--- config.mk ---
export PLATFORM = sky130hd
export DESIGN_NAME = pgm_ascii_parse_validate_stats
export DESIGN_NICKNAME = d
export VERILOG_FILES = /design/src/sv/pgm_pkg.sv /design/src/sv/pgm_ascii_parse_validate_stats.sv /design/src/sv/pgm_ctrl.sv /design/src/sv/pgm_datapath.sv
export SDC_FILE = /design/constraint.sdc
export NUM_CORES = 2
export LEC_CHECK = 0
export ABC_AREA = 1
export BUFFER_PORTS_ARGS = -buffer_cell sky130_fd_sc_hd__buf_2
export CAP_MARGIN = 20
export CELL_PAD_IN_SITES_DETAIL_PLACEMENT = 0
export CELL_PAD_IN_SITES_GLOBAL_PLACEMENT = 1
export CORE_MARGIN = 5
export CORE_UTILIZATION = 35
export DETAILED_ROUTE_END_ITERATION = 7
export GPL_ROUTABILITY_DRIVEN = 0
export PLACE_DENSITY_LB_ADDON = 0.1
export SYNTH_ARGS = -nofsm -noshare
export SYNTH_HDL_FRONTEND = slang
export SYNTH_SLANG_ARGS = --single-unit
--- constraint.sdc ---
create_clock -name clk_i -period 7.45 [get_ports clk_i]
set_clock_uncertainty 0.15 [all_clocks]
set_input_delay 0.745 -clock clk_i [delete_from_list [all_inputs] [get_ports clk_i]]
set_output_delay 0.745 -clock clk_i [all_outputs]
set_load 0.03 [all_outputs]
--- src/sv/pgm_pkg.sv ---
`default_nettype none
package pgm_pkg;

  typedef enum logic [2:0] {
    PH_MAGIC_P = 3'd0,
    PH_MAGIC_2 = 3'd1,
    PH_WIDTH   = 3'd2,
    PH_HEIGHT  = 3'd3,
    PH_MAXVAL  = 3'd4,
    PH_PIXEL   = 3'd5
  } phase_e;

  typedef enum logic [2:0] {
    STAT_OK         = 3'd0,
    STAT_BAD_MAGIC  = 3'd1,
    STAT_BAD_SIZE   = 3'd2,
    STAT_BAD_MAXVAL = 3'd3,
    STAT_BAD_PIXEL  = 3'd4,
    STAT_COUNT      = 3'd5,
    STAT_FLAT       = 3'd6
  } status_e;

  typedef enum logic [2:0] {
    CTL_RUN,
    CTL_TOKEN,
    CTL_HEADER,
    CTL_CHECK,
    CTL_DIVIDE,
    CTL_LOAD
  } ctl_e;

  typedef struct packed {
    logic stop;
    logic bad;
    logic digit;
    logic neg;
    logic active;
  } tok_flags_t;

  typedef struct packed {
    logic byte_en;
    logic end_tok;
    logic hdr_chk;
    logic cnt_chk;
    logic div_step;
    logic load_out;
  } dp_cmd_t;

  typedef struct packed {
    logic div_last;
    logic out_full;
  } dp_stat_t;

  localparam int BYTE_W      = 8;
  localparam int PIX_W       = 9;
  localparam int COUNT_W     = 33;
  localparam int SUM_W       = 41;
  localparam int STATUS_W    = 3;
  localparam int OUT_DIM_W   = 16;
  localparam int OUT_COUNT_W = 32;
  localparam int QUO_W       = 9;
  localparam int DIV_CNT_W   = 4;
  localparam int OUT_DATA_W  = 104;

  localparam logic [PIX_W-1:0] MAXVAL_LIMIT = 9'd256;

  localparam logic [BYTE_W-1:0] CHAR_P     = 8'h50;
  localparam logic [BYTE_W-1:0] CHAR_2     = 8'h32;
  localparam logic [BYTE_W-1:0] CHAR_HASH  = 8'h23;
  localparam logic [BYTE_W-1:0] CHAR_PLUS  = 8'h2b;
  localparam logic [BYTE_W-1:0] CHAR_MINUS = 8'h2d;
  localparam logic [BYTE_W-1:0] CHAR_ZERO  = 8'h30;
  localparam logic [BYTE_W-1:0] CHAR_NINE  = 8'h39;
  localparam logic [BYTE_W-1:0] CHAR_TAB   = 8'h09;
  localparam logic [BYTE_W-1:0] CHAR_LF    = 8'h0a;
  localparam logic [BYTE_W-1:0] CHAR_VT    = 8'h0b;
  localparam logic [BYTE_W-1:0] CHAR_FF    = 8'h0c;
  localparam logic [BYTE_W-1:0] CHAR_CR    = 8'h0d;
  localparam logic [BYTE_W-1:0] CHAR_SPACE = 8'h20;

endpackage
`default_nettype wire

--- src/sv/pgm_ascii_parse_validate_stats.sv ---
// ascii grey-map (p2) parser, checker and statistics unit
// input stream: one byte of file text per request on s_axis, tdata = data_byte,
//   tlast = end_of_file marks the final byte of a file
// output stream: one result per file on m_axis, produced only for the tlast byte
// throughput: one byte per cycle while a file is being parsed; the whole
//   per-byte token scan and value check is combinational
// after the tlast byte s_axis_tready_o stays low through token close, header
//   check, pixel count compare, a 9-step restoring divider for the mean and
//   the write of the result to the output register
// result: m_axis_tvalid_o rises once the result is loaded; no byte of the
//   next file is taken before that load
// the output register holds the result until taken; the next file is parsed
//   while it waits, and only its final load stalls if the old result is still
//   there
// reset: clears the parser to expect the magic bytes and empties the output
//   register; after each result the parser returns to that state by itself
`default_nettype none
module pgm_ascii_parse_validate_stats #(
  parameter int DIM_BITS   = 16,
  parameter int TOKEN_BITS = 24
) (
  input  logic                           clk_i,
  input  logic                           rst_ni,
  input  logic                           s_axis_tvalid_i,
  output logic                           s_axis_tready_o,
  input  logic [7:0]                     s_axis_tdata_i,   // data_byte
  input  logic                           s_axis_tlast_i,   // end_of_file
  output logic                           m_axis_tvalid_o,
  input  logic                           m_axis_tready_i,
  // status, image_width, image_height, max_value, min_pixel, max_pixel,
  // mean_pixel, pixel_count, zero pad
  output logic [pgm_pkg::OUT_DATA_W-1:0] m_axis_tdata_o
);

  pgm_pkg::dp_cmd_t  cmd;
  pgm_pkg::dp_stat_t stat;

  pgm_ctrl u_ctrl (
    .clk_i      (clk_i),
    .rst_ni     (rst_ni),
    .in_valid_i (s_axis_tvalid_i),
    .in_last_i  (s_axis_tlast_i),
    .in_ready_o (s_axis_tready_o),
    .stat_i     (stat),
    .cmd_o      (cmd)
  );

  pgm_datapath #(
    .DIM_BITS   (DIM_BITS),
    .TOKEN_BITS (TOKEN_BITS)
  ) u_datapath (
    .clk_i       (clk_i),
    .rst_ni      (rst_ni),
    .cmd_i       (cmd),
    .stat_o      (stat),
    .data_byte_i (s_axis_tdata_i),
    .out_valid_o (m_axis_tvalid_o),
    .out_ready_i (m_axis_tready_i),
    .out_data_o  (m_axis_tdata_o)
  );

endmodule
`default_nettype wire

--- src/sv/pgm_ctrl.sv ---
`default_nettype none
module pgm_ctrl (
  input  logic               clk_i,
  input  logic               rst_ni,
  input  logic               in_valid_i,
  input  logic               in_last_i,
  output logic               in_ready_o,
  input  pgm_pkg::dp_stat_t  stat_i,
  output pgm_pkg::dp_cmd_t   cmd_o
);

  pgm_pkg::ctl_e state_q, state_d;

  always_ff @(posedge clk_i or negedge rst_ni) begin
    if (!rst_ni) begin
      state_q <= pgm_pkg::CTL_RUN;
    end else begin
      state_q <= state_d;
    end
  end

  always_comb begin
    state_d = state_q;
    case (state_q)
      pgm_pkg::CTL_RUN: begin
        if (in_valid_i && in_last_i) begin
          state_d = pgm_pkg::CTL_TOKEN;
        end
      end
      pgm_pkg::CTL_TOKEN:  state_d = pgm_pkg::CTL_HEADER;
      pgm_pkg::CTL_HEADER: state_d = pgm_pkg::CTL_CHECK;
      pgm_pkg::CTL_CHECK:  state_d = pgm_pkg::CTL_DIVIDE;
      pgm_pkg::CTL_DIVIDE: begin
        if (stat_i.div_last) begin
          state_d = pgm_pkg::CTL_LOAD;
        end
      end
      pgm_pkg::CTL_LOAD: begin
        if (!stat_i.out_full) begin
          state_d = pgm_pkg::CTL_RUN;
        end
      end
      default: state_d = pgm_pkg::CTL_RUN;
    endcase
  end

  always_comb begin
    cmd_o      = '0;
    in_ready_o = 1'b0;
    case (state_q)
      pgm_pkg::CTL_RUN: begin
        in_ready_o    = 1'b1;
        cmd_o.byte_en = in_valid_i;
      end
      pgm_pkg::CTL_TOKEN:  cmd_o.end_tok  = 1'b1;
      pgm_pkg::CTL_HEADER: cmd_o.hdr_chk  = 1'b1;
      pgm_pkg::CTL_CHECK:  cmd_o.cnt_chk  = 1'b1;
      pgm_pkg::CTL_DIVIDE: cmd_o.div_step = 1'b1;
      pgm_pkg::CTL_LOAD:   cmd_o.load_out = !stat_i.out_full;
      default: begin
        cmd_o      = '0;
        in_ready_o = 1'b0;
      end
    endcase
  end

endmodule
`default_nettype wire

--- src/sv/pgm_datapath.sv ---
`default_nettype none
module pgm_datapath #(
  parameter int DIM_BITS   = 16,
  parameter int TOKEN_BITS = 24
) (
  input  logic                             clk_i,
  input  logic                             rst_ni,
  input  pgm_pkg::dp_cmd_t                 cmd_i,
  output pgm_pkg::dp_stat_t                stat_o,
  input  logic [pgm_pkg::BYTE_W-1:0]       data_byte_i,
  output logic                             out_valid_o,
  input  logic                             out_ready_i,
  output logic [pgm_pkg::OUT_DATA_W-1:0]   out_data_o
);

  localparam int PixW     = pgm_pkg::PIX_W;
  localparam int CountW   = pgm_pkg::COUNT_W;
  localparam int SumW     = pgm_pkg::SUM_W;
  localparam int SumExtW  = SumW + 1;
  localparam int QuoW     = pgm_pkg::QUO_W;
  localparam int DivCntW  = pgm_pkg::DIV_CNT_W;
  localparam int OutDimW  = pgm_pkg::OUT_DIM_W;
  localparam int OutCntW  = pgm_pkg::OUT_COUNT_W;
  localparam int WideW    = TOKEN_BITS + 4;
  localparam int DimCmpW  = (TOKEN_BITS > DIM_BITS) ? TOKEN_BITS : DIM_BITS;
  localparam int ProdW    = 2 * DIM_BITS;
  localparam int CmpW     = (ProdW > CountW) ? ProdW : CountW;
  localparam logic [DimCmpW-1:0] DimMax = DimCmpW'((64'd1 << DIM_BITS) - 64'd1);

  pgm_pkg::phase_e     phase_q, phase_d;
  pgm_pkg::status_e    err_q, err_d;
  pgm_pkg::tok_flags_t flags_q, flags_d, tc_flags;
  logic [TOKEN_BITS-1:0] mag_q, mag_d, tc_mag, mag_digit;
  logic                  comment_q, comment_d;
  logic [DIM_BITS-1:0]   width_q, width_d, height_q, height_d;
  logic [PixW-1:0]       maxval_q, maxval_d, min_q, min_d, max_q, max_d;
  logic [CountW-1:0]     count_q, count_d;
  logic [SumW-1:0]       sum_q, sum_d;
  logic [ProdW-1:0]      prod_q, prod_d;
  logic [SumW-1:0]       rem_q, rem_d;
  logic [SumExtW-1:0]    dvs_q, dvs_d;
  logic [QuoW-1:0]       quo_q, quo_d;
  logic [DivCntW-1:0]    div_cnt_q, div_cnt_d;
  logic                  out_valid_q, out_valid_d;
  logic [pgm_pkg::OUT_DATA_W-1:0] out_data_q, out_data_d;

  logic                  is_digit, is_space;
  logic [3:0]            digit_val;
  logic [WideW-1:0]      mag_wide;
  logic                  acc_en, acc_ok, acc_nonneg, mag_zero;
  logic                  dim_bad, maxval_over, pix_over;
  logic [PixW-1:0]       pix_val;
  logic [SumExtW-1:0]    sum_add;
  logic                  div_ge;
  logic [QuoW-1:0]       mean_out;
  logic [OutCntW-1:0]    count_out;

  assign is_digit  = (data_byte_i >= pgm_pkg::CHAR_ZERO) && (data_byte_i <= pgm_pkg::CHAR_NINE);
  assign is_space  = (data_byte_i == pgm_pkg::CHAR_SPACE) || (data_byte_i == pgm_pkg::CHAR_TAB) ||
                     (data_byte_i == pgm_pkg::CHAR_LF) || (data_byte_i == pgm_pkg::CHAR_VT) ||
                     (data_byte_i == pgm_pkg::CHAR_FF) || (data_byte_i == pgm_pkg::CHAR_CR);
  assign digit_val = 4'(data_byte_i - pgm_pkg::CHAR_ZERO);

  // saturating decimal shift-in
  assign mag_wide  = (WideW'(mag_q) << 3) + (WideW'(mag_q) << 1) + WideW'(digit_val);
  assign mag_digit = (|mag_wide[WideW-1:TOKEN_BITS]) ? '1 : mag_wide[TOKEN_BITS-1:0];

  always_comb begin
    tc_flags        = flags_q;
    tc_mag          = mag_q;
    tc_flags.active = 1'b1;
    if (!flags_q.active && (data_byte_i == pgm_pkg::CHAR_MINUS)) begin
      tc_flags.neg = 1'b1;
    end else if (!flags_q.active && (data_byte_i == pgm_pkg::CHAR_PLUS)) begin
      tc_flags.neg = 1'b0;
    end else if (is_digit) begin
      if (!flags_q.stop) begin
        tc_flags.digit = 1'b1;
        tc_mag         = mag_digit;
      end
    end else begin
      tc_flags.bad  = 1'b1;
      tc_flags.stop = 1'b1;
    end
  end

  // shared value check
  assign mag_zero    = (mag_q == '0);
  assign acc_nonneg  = acc_ok && (!flags_q.neg || mag_zero);
  assign dim_bad     = !acc_ok || flags_q.neg || mag_zero || (DimCmpW'(mag_q) > DimMax);
  assign maxval_over = mag_q > TOKEN_BITS'(pgm_pkg::MAXVAL_LIMIT);
  assign pix_over    = mag_q > TOKEN_BITS'(maxval_q);
  assign pix_val     = PixW'(mag_q);
  assign sum_add     = SumExtW'(sum_q) + SumExtW'(pix_val);

  assign div_ge    = SumExtW'(rem_q) >= dvs_q;
  assign mean_out  = (((err_q == pgm_pkg::STAT_OK) || (err_q == pgm_pkg::STAT_FLAT)) &&
                      (count_q != '0)) ? quo_q : '0;
  assign count_out = count_q[CountW-1] ? '1 : count_q[OutCntW-1:0];

  always_comb begin
    phase_d     = phase_q;
    err_d       = err_q;
    flags_d     = flags_q;
    mag_d       = mag_q;
    comment_d   = comment_q;
    width_d     = width_q;
    height_d    = height_q;
    maxval_d    = maxval_q;
    min_d       = min_q;
    max_d       = max_q;
    count_d     = count_q;
    sum_d       = sum_q;
    prod_d      = prod_q;
    rem_d       = rem_q;
    dvs_d       = dvs_q;
    quo_d       = quo_q;
    div_cnt_d   = div_cnt_q;
    out_valid_d = out_valid_q;
    out_data_d  = out_data_q;
    acc_en      = 1'b0;
    acc_ok      = 1'b0;

    if (cmd_i.byte_en && (err_q == pgm_pkg::STAT_OK)) begin
      case (phase_q)
        pgm_pkg::PH_MAGIC_P: begin
          if (data_byte_i == pgm_pkg::CHAR_P) begin
            phase_d = pgm_pkg::PH_MAGIC_2;
          end else begin
            err_d = pgm_pkg::STAT_BAD_MAGIC;
          end
        end
        pgm_pkg::PH_MAGIC_2: begin
          if (data_byte_i == pgm_pkg::CHAR_2) begin
            phase_d = pgm_pkg::PH_WIDTH;
          end else begin
            err_d = pgm_pkg::STAT_BAD_MAGIC;
          end
        end
        default: begin
          if (comment_q) begin
            if (data_byte_i == pgm_pkg::CHAR_LF) begin
              comment_d = 1'b0;
            end
          end else if (data_byte_i == pgm_pkg::CHAR_HASH) begin
            acc_en    = flags_q.active;
            acc_ok    = 1'b1;
            flags_d   = '0;
            mag_d     = '0;
            comment_d = 1'b1;
          end else if (is_space) begin
            acc_en  = flags_q.active;
            acc_ok  = !flags_q.bad && flags_q.digit;
            flags_d = '0;
            mag_d   = '0;
          end else begin
            flags_d = tc_flags;
            mag_d   = tc_mag;
          end
        end
      endcase
    end

    if (cmd_i.end_tok && (err_q == pgm_pkg::STAT_OK) && !comment_q) begin
      acc_en  = flags_q.active;
      acc_ok  = !flags_q.bad && flags_q.digit;
      flags_d = '0;
      mag_d   = '0;
    end

    if (acc_en) begin
      case (phase_q)
        pgm_pkg::PH_WIDTH: begin
          if (dim_bad) begin
            err_d   = pgm_pkg::STAT_BAD_SIZE;
            width_d = '0;
          end else begin
            width_d = DIM_BITS'(mag_q);
            phase_d = pgm_pkg::PH_HEIGHT;
          end
        end
        pgm_pkg::PH_HEIGHT: begin
          if (dim_bad) begin
            err_d    = pgm_pkg::STAT_BAD_SIZE;
            width_d  = '0;
            height_d = '0;
          end else begin
            height_d = DIM_BITS'(mag_q);
            phase_d  = pgm_pkg::PH_MAXVAL;
          end
        end
        pgm_pkg::PH_MAXVAL: begin
          if (!acc_nonneg || maxval_over) begin
            err_d = pgm_pkg::STAT_BAD_MAXVAL;
          end else begin
            maxval_d = pix_val;
            min_d    = pix_val;
            max_d    = '0;
            phase_d  = pgm_pkg::PH_PIXEL;
          end
        end
        pgm_pkg::PH_PIXEL: begin
          if (!acc_nonneg || pix_over) begin
            err_d = pgm_pkg::STAT_BAD_PIXEL;
          end else begin
            if (count_q != '1) begin
              count_d = count_q + 1'b1;
            end
            sum_d = sum_add[SumW] ? '1 : sum_add[SumW-1:0];
            if (pix_val < min_q) begin
              min_d = pix_val;
            end
            if (pix_val > max_q) begin
              max_d = pix_val;
            end
          end
        end
        default: begin
          err_d = err_q;
        end
      endcase
    end

    if (cmd_i.hdr_chk) begin
      prod_d = ProdW'(width_q) * ProdW'(height_q);
      if (err_q == pgm_pkg::STAT_OK) begin
        case (phase_q)
          pgm_pkg::PH_MAGIC_P, pgm_pkg::PH_MAGIC_2: err_d = pgm_pkg::STAT_BAD_MAGIC;
          pgm_pkg::PH_WIDTH, pgm_pkg::PH_HEIGHT: begin
            err_d    = pgm_pkg::STAT_BAD_SIZE;
            width_d  = '0;
            height_d = '0;
          end
          pgm_pkg::PH_MAXVAL: err_d = pgm_pkg::STAT_BAD_MAXVAL;
          default: err_d = err_q;
        endcase
      end
    end

    if (cmd_i.cnt_chk) begin
      if (err_q == pgm_pkg::STAT_OK) begin
        if (CmpW'(count_q) != CmpW'(prod_q)) begin
          err_d = pgm_pkg::STAT_COUNT;
        end else if (max_q == min_q) begin
          err_d = pgm_pkg::STAT_FLAT;
        end
      end
      rem_d     = sum_q;
      dvs_d     = SumExtW'(count_q) << (QuoW - 1);
      quo_d     = '0;
      div_cnt_d = DivCntW'(QuoW - 1);
    end

    if (cmd_i.div_step) begin
      if (div_ge) begin
        rem_d = rem_q - SumW'(dvs_q);
      end
      quo_d     = {quo_q[QuoW-2:0], div_ge};
      dvs_d     = dvs_q >> 1;
      div_cnt_d = div_cnt_q - 1'b1;
    end

    if (out_valid_q && out_ready_i) begin
      out_valid_d = 1'b0;
    end

    if (cmd_i.load_out) begin
      out_valid_d = 1'b1;
      out_data_d  = {1'b0, count_out, mean_out, max_q, min_q, maxval_q,
                     OutDimW'(height_q), OutDimW'(width_q), err_q};
      phase_d     = pgm_pkg::PH_MAGIC_P;
      err_d       = pgm_pkg::STAT_OK;
      flags_d     = '0;
      mag_d       = '0;
      comment_d   = 1'b0;
      width_d     = '0;
      height_d    = '0;
      maxval_d    = '0;
      min_d       = '0;
      max_d       = '0;
      count_d     = '0;
      sum_d       = '0;
    end
  end

  always_ff @(posedge clk_i or negedge rst_ni) begin
    if (!rst_ni) begin
      phase_q     <= pgm_pkg::PH_MAGIC_P;
      err_q       <= pgm_pkg::STAT_OK;
      flags_q     <= '0;
      mag_q       <= '0;
      comment_q   <= 1'b0;
      width_q     <= '0;
      height_q    <= '0;
      maxval_q    <= '0;
      min_q       <= '0;
      max_q       <= '0;
      count_q     <= '0;
      sum_q       <= '0;
      div_cnt_q   <= '0;
      out_valid_q <= 1'b0;
    end else begin
      phase_q     <= phase_d;
      err_q       <= err_d;
      flags_q     <= flags_d;
      mag_q       <= mag_d;
      comment_q   <= comment_d;
      width_q     <= width_d;
      height_q    <= height_d;
      maxval_q    <= maxval_d;
      min_q       <= min_d;
      max_q       <= max_d;
      count_q     <= count_d;
      sum_q       <= sum_d;
      div_cnt_q   <= div_cnt_d;
      out_valid_q <= out_valid_d;
    end
  end

  always_ff @(posedge clk_i) begin
    prod_q     <= prod_d;
    rem_q      <= rem_d;
    dvs_q      <= dvs_d;
    quo_q      <= quo_d;
    out_data_q <= out_data_d;
  end

  assign stat_o.div_last = (div_cnt_q == '0);
  assign stat_o.out_full = out_valid_q && !out_ready_i;
  assign out_valid_o     = out_valid_q;
  assign out_data_o      = out_data_q;

endmodule
`default_nettype wire

* After elaboration in Yosys (flattened, before gate mapping)
Index checks and enable logic that the tools add are counted.
** Operators by class
- Add/subtract/negate cells :: 7
- Multiply operators :: 1
- $lt $le $gt $ge :: 8
- Equal/unequal tests :: 41
- Mux-type cells :: 132
- Reduce and logical (&&, ||, !) cells :: 63
** Operator list (number)
- two-way mux 41 bit :: 9
- two-way mux 24 bit :: 12
- two-way mux 16 bit :: 13
- two-way mux 33 bit :: 5
- two-way mux 9 bit :: 15
- two-way mux 3 bit :: 27
- adder 41 x 9 -> 42 bit :: 1
- >= comparator 41 bit :: 1
- subtractor 41 bit :: 1
- == test 8 x 4 -> 1 bit, second input constant :: 5
- == test 8 x 6 -> 1 bit, second input constant :: 5
- two-way mux 40 bit :: 1
- one-hot mux 9 bit (2 select lines) :: 2
- two-way mux 5 bit :: 7
- adder 33 x 1 -> 33 bit, second input constant :: 1
- != test 33 x 32 -> 1 bit :: 1
- != test 33 bit, second input constant :: 1
- nonzero test 33 bit :: 1
- multiplier 16 x 16 -> 32 bit :: 1
- one-hot mux 16 bit (2 select lines) :: 1
- two-way mux 1 bit :: 31
- adder 27 x 25 -> 28 bit :: 1
- adder 28 x 4 -> 28 bit :: 1
- one-hot mux 3 bit (3 select lines) :: 3
- other kinds (42) :: 106
** Word-level totals
- Flip-flop bits (word level) :: 403
- Input port bits :: 13
- Output and inout port bits :: 106
- Word-level logic and storage cells :: 279

* Longest topological paths before layout
- Depth in word-level cells :: 26
- Mapped depth :: 28
- Depth with buffers taken out :: 26

* Cells and area by module
From an unflattened synthesis, not the netlist that was laid out.
** Unflattened totals
- Cells, all modules :: 4258
- Area, all modules :: 33244.4 µm²
** By module, submodules not included
- pgm_datapath :: times used 1, cells each 4233, area an instance 33034.2 µm², seq. area each 10705.3 µm²
- pgm_ctrl :: times used 1, cells each 25, area an instance 210.2 µm², seq. area each 75.1 µm²

* Worst setup path before layout
No wires, ideal clock.
- Path kind :: register to register
- From :: register u_datapath.width_q[5]
- To :: register u_datapath.prod_q[28], data pin
- Library setup time :: 0.262 ns
- Data arrival time :: 5.465 ns
- Data required time :: 7.038 ns
- Slack :: 1.573 ns
- Stages on the path, launching flop included :: 26
- Buffers on the path :: 2
- Clock period less this slack :: 5.877 ns
- Path through :: dfrtp_1 -> clkbuf_1 -> clkbuf_1 -> nand2_1 -> fa_1 -> inv_1 -> fa_1 -> inv_1 -> fa_1 -> inv_1 -> fa_1 -> fa_1 -> inv_1 -> fa_1 -> inv_1 -> ha_1 -> nand2_1 -> nor2_1 -> inv_1 -> nor3_1 -> nand3_1 -> nand3_1 -> nand2_1 -> nand3_1 -> a21oi_1 -> xor2_1
** Between the ends
- Cells in the longest elaborated chain, start to end :: 1
** Ends and longest elaborated chain
- start: declaration :: line pgm_datapath.sv:35 : logic [DIM_BITS-1:0] width_q, width_d, height_q, height_d;
- start signal: assignment :: line pgm_datapath.sv:308 : width_q <= width_d;
- multiplier 16 x 16 -> 32 bit :: line pgm_datapath.sv:225 : prod_d = ProdW'(width_q) * ProdW'(height_q);
- end signal: assignment :: line pgm_datapath.sv:321 : prod_q <= prod_d;
- end: declaration :: line pgm_datapath.sv:39 : logic [ProdW-1:0] prod_q, prod_d;
Every way passes these cells.
A chain may end at the register's enable or synchronous reset.

* Worst setup path in the final report
- From :: register u_datapath.width_q[10]
- To :: register u_datapath.prod_q[28], data pin
The elaborated chain is that of the path after synthesis.

==> out/metrics.cfg <==
[status]
run_status=complete, no violations

[worst_setup_path]
slowest_delay_ns=0.95
startpoint=u_datapath.width_q[10]
reg2regPathDepth=19
r2r-end=u_datapath.prod_q[28]
cp_max_fo=18
criticalPathCategory=reg -> reg
crit_family=adder cells
cp_slowest_cell=dfrtp_1
crit_top_cell=fa_1
r2r_slack_ns=0.94
timing.rr.start=u_datapath.width_q[10]
end_kind=flip-flop
startpoint_type=flip-flop
cp_num_buf_inv=3
arrival_ns=6.76
cp_cell_sequence=nand2_1 -> fa_1 -> inv_1 -> fa_1 -> fa_1 -> fa_1 -> fa_1 -> inv_1 -> fa_1 -> inv_1 -> ha_1 -> nand2_1 -> nor4_1 -> nand3_1 -> nand3_1 -> nand2_1 -> nand3_1 -> a21oi_1 -> xor2_1
critPathRequiredTime_ns=7.70

[place]
dp_hpwl_um=84400
placed_cells=5482
port_buffers=117
pre_cts_ws_ns=0.930

[power_and_ir_drop]
p_leak_uw=0.0183
power_per_cell_area_nw_per_um2=284
ir_drop_uv=165

[yosys]
synth_top_family_by_area=simple AND/OR/NAND/NOR gates
synth_edf_count=185
synth_top_area_cell=edfxtp_1
synth_cell_types=59
synthCells=4230
synth_ff_type=edfxtp_1
synth-seq-area-share=0.326
synthSimpleGateAreaFrac=0.230
synth-compound-area-share=0.0923
synth_nets=4673
muxShareOfSynthArea=0.000605
synth_xor_xnor_area_share=0.0395
yosys_warnings=0
netlist_area_um2=33100
syn_area_per_cell_um2=7.82
synthArstFlopShare=0.438
synth_top_area_share=0.168
synthAdderAreaFrac=0.208
ys_ff_latch=402
ys_top_cells_by_area=edfxtp_1 17%, dfrtp_1 13%, nand2_1 12%

[cts]
clock-root-buffer=clkbuf_16
cts_setup_buffers=0
clock_path_buffers=3
clk_latency_ns=0.66
cts_tree=built
cts.sinks=402
cts-htree-levels=2
clkSlewWorstSetupHoldPaths_ns=0.07
numCtsBuffers=53

[min_path]
min_path_cells=2
worst_hold_path_type=in -> reg
hold_start=m_axis_tready_i
worstHoldEndpoint=u_datapath.out_valid_o

[run]
cap_violations=0

[route]
drcViolationCount=0
vias=27400
wire_per_inst_um=19.6
first_pass_iters=5
viasPerCell=4.91
ant_nets=0
drtIter0Drc=1706
finalWirelength_um=109000

[sta]
worst_slew_pin_slew_ns=1.29
timing.final.crit_period_ns=6.51
timing_hold_violations_final=0
maxSlewViolCount=0
worst_slack_ns=0.943
slew_headroom=0.131
rsz0062_at_grt=no
setup-violations-final=0
finalCritPeriodShare=0.873
max_freq_mhz=154
setup_tns_ns=0

[final_layout]
layout_commonest_cell=nand2_1
fin_cells=5584
n_antenna_cell=0
fill_cells=9945
final_nets=4728
mostFrequentLayoutCells=1066 x nand2_1, 720 x inv_1, 308 x nor2_1
area_growth_pct=11.0
drive_above_1_share=0.0663

[global_routing]
grt_start_max_net_pins=97
grt_pass1_wl_um=171000
grt_pass1_vias=28500
grt-ovfl-total=0
antenna_found_initial=2
grtUsageTotal=0.219

[floorplan]
coreArea_um2=93600
io_pins=119
start_util=0.353
die_w_um=317
rows=112
dieArea_um2=101000
fp.dieH_um=317

-- repair_timing --
| item | CTS | global route |
|---|---|---|
| hold buffers | 1 | 0 |
| hold endpoints to repair | 2 | 0 |
| gates resized for setup | 0 | 0 |
| setup endpoints to repair | 0 | 0 |
-- where the power goes --
| part | internal [uW] | switching (uW) | total, uW |
|---|---|---|---|
| clock network | 1610 | 1120 | 2720 |
| registers | 2950 | 460 | 3410 |
| logic | 1280 | 3010 | 4290 |
| total | 5840 | 4590 | 10400 |
-- worst register-to-register path, delay by kind of cell, from the launching register on --
family | cells | cell delay [ns]
flip-flops | 1 | 0.95
XOR/XNOR | 1 | 0.14
adder cells (fa/ha/maj) | 7 | 3.55
buffers and inverters | 3 | 0.16
AND/OR/NAND/NOR | 7 | 1.23
AO/OA/AOI/OAI | 1 | 0.09
-- per-stage QoR --
step	total power, uW	cell area, um^2	util	hold WS, ns
finish	10400	36700	0.392	0.145
detailed placement	7750	34800	0.372	0.286
global route	11200	36700	0.392	0.133
floorplan	6330	33100	-	0.273
global placement	7770	34800	0.372	0.295
CTS	10500	36700	0.392	0.0951
-- worst max-delay path by stage --
stage                                  to  slack, ns  depth (start not counted)
CTS                 u_datapath.prod_q[28]       0.91                         19
global placement    u_datapath.prod_q[28]       1.06                         19
global route        u_datapath.prod_q[28]       0.57                         19
detailed placement  u_datapath.prod_q[28]       0.93                         19
floorplan           u_datapath.prod_q[28]       1.57                         25
finish              u_datapath.prod_q[28]       0.94                         19
-- layout make-up --
cell class	count	area [um^2]	area share
clock buffers	72	1480	0.0403
clock inverters	28	342	0.00931
inverters	738	2770	0.0755
multi-input cells	2944	18900	0.516
flip-flops and latches	402	10800	0.294
well taps	1254	1570	0.0428
repair buffers	146	835	0.0227
-- Yosys cell counts (3+ instances only) --
| cell | instances |
|---|---|
| edfxtp_1 | 185 |
| nand3_2 | 3 |
| nand4_1 | 60 |
| clkinv_1 | 3 |
| nand2_1 | 1067 |
| inv_2 | 13 |
| clkbuf_1 | 106 |
| nor3_1 | 79 |
| buf_1 | 4 |
| o21a_1 | 11 |
| nand3_1 | 190 |
| nor4_1 | 29 |
| a21o_1 | 12 |
| o21ai_1 | 15 |
| o22ai_1 | 4 |
| nand2_2 | 9 |
| a31oi_1 | 12 |
| nor2_1 | 310 |
| o21ai_0 | 270 |
| or2_2 | 7 |
| o2111ai_1 | 5 |
| buf_6 | 3 |
| nor2_4 | 4 |
| nand3b_1 | 29 |
| buf_2 | 16 |
| nor2_2 | 5 |
| a21oi_1 | 172 |
| a211oi_1 | 4 |
| xor2_1 | 103 |
| buf_4 | 17 |
| dfrtp_1 | 176 |
| fa_1 | 198 |
| xnor2_1 | 46 |
| a22oi_1 | 16 |
| o211ai_1 | 10 |
| dfxtp_1 | 41 |
| o21bai_1 | 15 |
| ha_1 | 232 |
| inv_1 | 721 |
| and3_1 | 3 |
-- cell families after synthesis --
kind of cell	Yosys count
adder cells (fa/ha/maj)	430
XOR/XNOR	149
AND/OR/NAND/NOR	1804
buffers and inverters	884
AO/OA/AOI/OAI	558
other	1
multiplexers	2
flip-flops	402
-- sequential cells by signal, indices dropped and copies added, names as in the netlist, 16 cells and up --
register,flops
u_datapath.sum_q,41
u_datapath.mag_q,24
u_datapath.width_q,16
u_datapath.count_q,33
u_datapath.height_q,16
u_datapath.dvs_q,41
u_datapath.prod_q,32
u_datapath.out_data_o,103
u_datapath.rem_q,41
-- per-layer routing --
layer | GRT usage | routed length [um]
met2 | 0.370 | 51800
met1 | 0.292 | 49200
met3 | 0.0349 | 5100
met4 | 0.0649 | 3330
met5 | 0 | 0
Power figures use the tool's default switching activity.
